`src/sv/gaes_ram.sv`:
```
// ----------------------------------------------------------------------------
// Generic RAM
// One write port and one read port, read data registered.
// ----------------------------------------------------------------------------
module gaes_ram #(
  parameter int WIDTH = 8,
  parameter int DEPTH = 16
) (
  input  logic                     clk,
  input  logic                     we,
  input  logic [$clog2(DEPTH)-1:0] waddr,
  input  logic [WIDTH-1:0]         wdata,
  input  logic [$clog2(DEPTH)-1:0] raddr,
  output logic [WIDTH-1:0]         rdata
);

  logic [WIDTH-1:0] mem [DEPTH];
  logic [WIDTH-1:0] rdata_r;

  always_ff @(posedge clk) begin
    if (we) begin
      mem[waddr] <= wdata;
    end
    rdata_r <= mem[raddr];
  end

  assign rdata = rdata_r;

endmodule

```
`config.mk`:
```
export PLATFORM = sky130hd
export DESIGN_NAME = gaes_ram
export DESIGN_NICKNAME = d
export VERILOG_FILES = /design/src/sv/gaes_ram.sv
export SDC_FILE = /design/constraint.sdc
export NUM_CORES = 1
export LEC_CHECK = 0
export ABC_CLOCK_PERIOD_IN_PS = 1900
export BUFFER_PORTS_ARGS = -buffer_cell sky130_fd_sc_hd__buf_2
export CORE_UTILIZATION = 52
export DETAILED_ROUTE_END_ITERATION = 8
export GPL_ROUTABILITY_DRIVEN = 0
export GPL_TIMING_DRIVEN = 0
export MAX_ROUTING_LAYER = met4
export PLACE_DENSITY = 0.69
export SYNTH_ARGS = -nofsm -noshare
export SYNTH_HDL_FRONTEND = slang
export SYNTH_SLANG_ARGS = --single-unit
```
`constraint.sdc`:
```
create_clock -name clk -period 1.9 [get_ports clk]
set_input_delay 0.285 -clock clk [delete_from_list [all_inputs] [get_ports clk]]
set_output_delay 0.285 -clock clk [all_outputs]
set_load 0.1 [all_outputs]
```
==> flow_summary.ini <==
[detailed_routing]
vias = 2374
drc = 0
wl_per_cell_um = 22.4
final_antenna_net_count = 0
totalWireLength_um = 9280
dr.first_iter.drc_count = 204
vias_per_cell = 5.73
drt_first_pass_iters = 4

[timing]
hold_viol_final = 0
period_share = 0.799
max_freq_ghz = 0.659
fin_crit_ps = 1520
final_max_slew_viol_count = 0
setup_viol = 0
fin_skew_ps = 5.36
worstMarginPinSlew_ps = 1230
rsz0062_at_grt = no
maxSlewHeadroom = 0.174
setup_tns_ps = 0

[cts]
clk_latency_ps = 520
clockBufferDepth = 2
htree_levels = 4
cts.sinks = 136
postCtsSetupBuffers = 0
clk_pin_slew_ps = 60
cts-root-buf = clkbuf_8
cts_tree = done
cts_buffers = 17

[floorplanning]
die_w_um = 101
die_h_um = 101
core-area_sq_um = 9420
initial_core_util = 0.547
io_pins = 26
std_cell_rows = 35
fp.dieArea_sq_um = 10300

[global_routing]
grt_max_degree = 17
grt_pass1_vias = 2325
grt-ovfl-total = 0
grt_pass1_wl_um = 13700
antenna_found_initial = 0
grt.total_usage = 0.213

[cells_and_area]
nFillCells = 623
fin_util = 0.637
area_delta_synth_final_pct = 16.6
drive_above_1_share = 0.298
final_nets = 290
antennaDiodeCount = 0
postLayoutCellArea_sq_um = 6000

[worst_setup_path]
reg2regPathDepth = 3
path_class = flip-flop to primary output
critPathTopFamily = buffers and inverters
r2r_end = rdata[0]$_DFF_P_
timing.rr.start = mem[5][0]$_DFFE_PP_
worstPathCellList = buf_2
slowest_stage = buf_2
cp.required_ps = 1620
slowest_delay_ps = 410
worst_setup_path_start_kind = flip-flop
cp_max_fo = 1
critPathCaptureType = primary output
cp_num_buf_inv = 1
ff2ff_setup_slack_ps = 420
arrival_ps = 1230

[placed_design]
place_area_sq_um = 5430
io_buffers = 24
dp_hpwl_um = 5690

[synth]
ys_seq_area_frac = 0.778
netlist_area_sq_um = 5150
syn_nets = 247
ys_ff_latch = 136
synth_cell_types = 19
synth_area_per_cell_sq_um = 22.5
ys_warn_count = 0
synthCells = 229

[pwr]
totalPowerFinal_uw = 6940
irDropWorstVdd_mv = 0.611
p_leak_uw = 0.00200
powerDensity_nw_per_um2 = 1160

[hold_path]
hp-class = input port to flip-flop
whs_endpoint = mem[14][2]$_DFFE_PP_
hold_depth = 1
hp-start = wdata[2]

[job]
maxCapViolCount = 0

[run_status]
status = complete, no violations
==> through the flow <==
step | hold slack (ps) | worst slack (ps) | std cells
2_1_floorplan | 384 | 122 | 229
3_3_place_gp | 657 | -455 | 382
3_5_place_dp | 663 | -515 | 382
4_1_cts | 144 | 355 | 414
5_1_grt | 143 | 302 | 414
6_report | 167 | 383 | 414
==> report_power, final <==
group	total (uW)	switching [uW]	internal, uW	leakage [uW]
clock network	3120	1240	1870	0.000260
registers	3370	14.1	3350	0.00122
logic	458	325	133	0.000516
==> final cells by class <==
| cell class | count | area (sq um) | area share |
|---|---|---|---|
| Clock buffer | 18 | 418 | 0.0696 |
| Multi-Input combinational cell | 83 | 1060 | 0.177 |
| Clock inverter | 14 | 150 | 0.0250 |
| Timing Repair Buffer | 24 | 120 | 0.0200 |
| Buffer | 10 | 86.3 | 0.0144 |
| Sequential cell | 136 | 4000 | 0.667 |
| Tap cell | 129 | 161 | 0.0269 |
==> what timing repair did <==
| action | in CTS | in global routing |
|---|---|---|
| endpoints found under the hold margin | 0 | 0 |
| resized for setup | 1 | 0 |
| endpoints found under the setup margin | 8 | 0 |
| hold buffers | 0 | 0 |
==> synthesized netlist by cell type (all sizes together) <==
cell             n  area share
edfxtp         128        0.75
mux4            32        0.15
a22oi           16       0.023
nor2            13      0.0095
nand2            9      0.0066
dfxtp            8       0.031
buf              7       0.011
nor3             4      0.0039
clkdlybuf4s25    3      0.0058
nand2b           2      0.0024
nand3b           2      0.0029
and2             1      0.0012
and2b            1      0.0015
nand3            1     0.00097
nor2b            1      0.0012
or3b             1      0.0017
==> cells by family (layout without fill, tap and decap cells) <==
group / after synthesis / in the layout / synth area share
and+or+nand+nor: 35 / 35 / 0.0318
muxes: 32 / 32 / 0.150
DFF: 136 / 136 / 0.778
buffers and inverters: 10 / 66 / 0.0168
AOI/OAI and AO/OA: 16 / 16 / 0.0233
==> sequential cells by signal (all words and copies together), names as in the netlist <==
| name | cells |
|---|---|
| mem | 128 |
| rdata | 8 |
==> worst max path at each step <==
stage | slack, ps | depth (start not counted) | start | endpoint
6_report | 380 | 1 | rdata[4]$_DFF_P_ | rdata[4]
5_1_grt | 300 | 1 | rdata[4]$_DFF_P_ | rdata[4]
4_1_cts | 360 | 1 | rdata[4]$_DFF_P_ | rdata[4]
3_5_place_dp | -510 | 3 | waddr[2] | mem[0][4]$_DFFE_PP_
3_3_place_gp | -450 | 3 | waddr[2] | mem[0][4]$_DFFE_PP_
2_1_floorplan | 120 | 2 | waddr[2] | mem[0][0]$_DFFE_PP_
==> cell usage in the layout, fill, tap and decap left out, drive strengths merged <==
cell,instances
a22oi,16
and2,1
and2b,1
buf,31
bufinv,2
clkbuf,18
clkdlybuf4s25,3
clkinv,3
clkinvlp,6
dfxtp,8
edfxtp,128
inv,3
mux4,32
nand2,9
nand2b,2
nand3,1
nand3b,2
nor2,13
nor2b,1
nor3,4
or3b,1
==> metal layers <==
layer	part of all wire	vias to the layer above	global-route usage	wire, um
met5	0	-	-	0
met1	0.43	1211	0.280	4000
met2	0.49	83	0.313	4500
li1	-	1065	-	-
met4	0.022	0	0.0858	208
met3	0.061	15	0.0642	570
(Power assumes the default switching activity.)
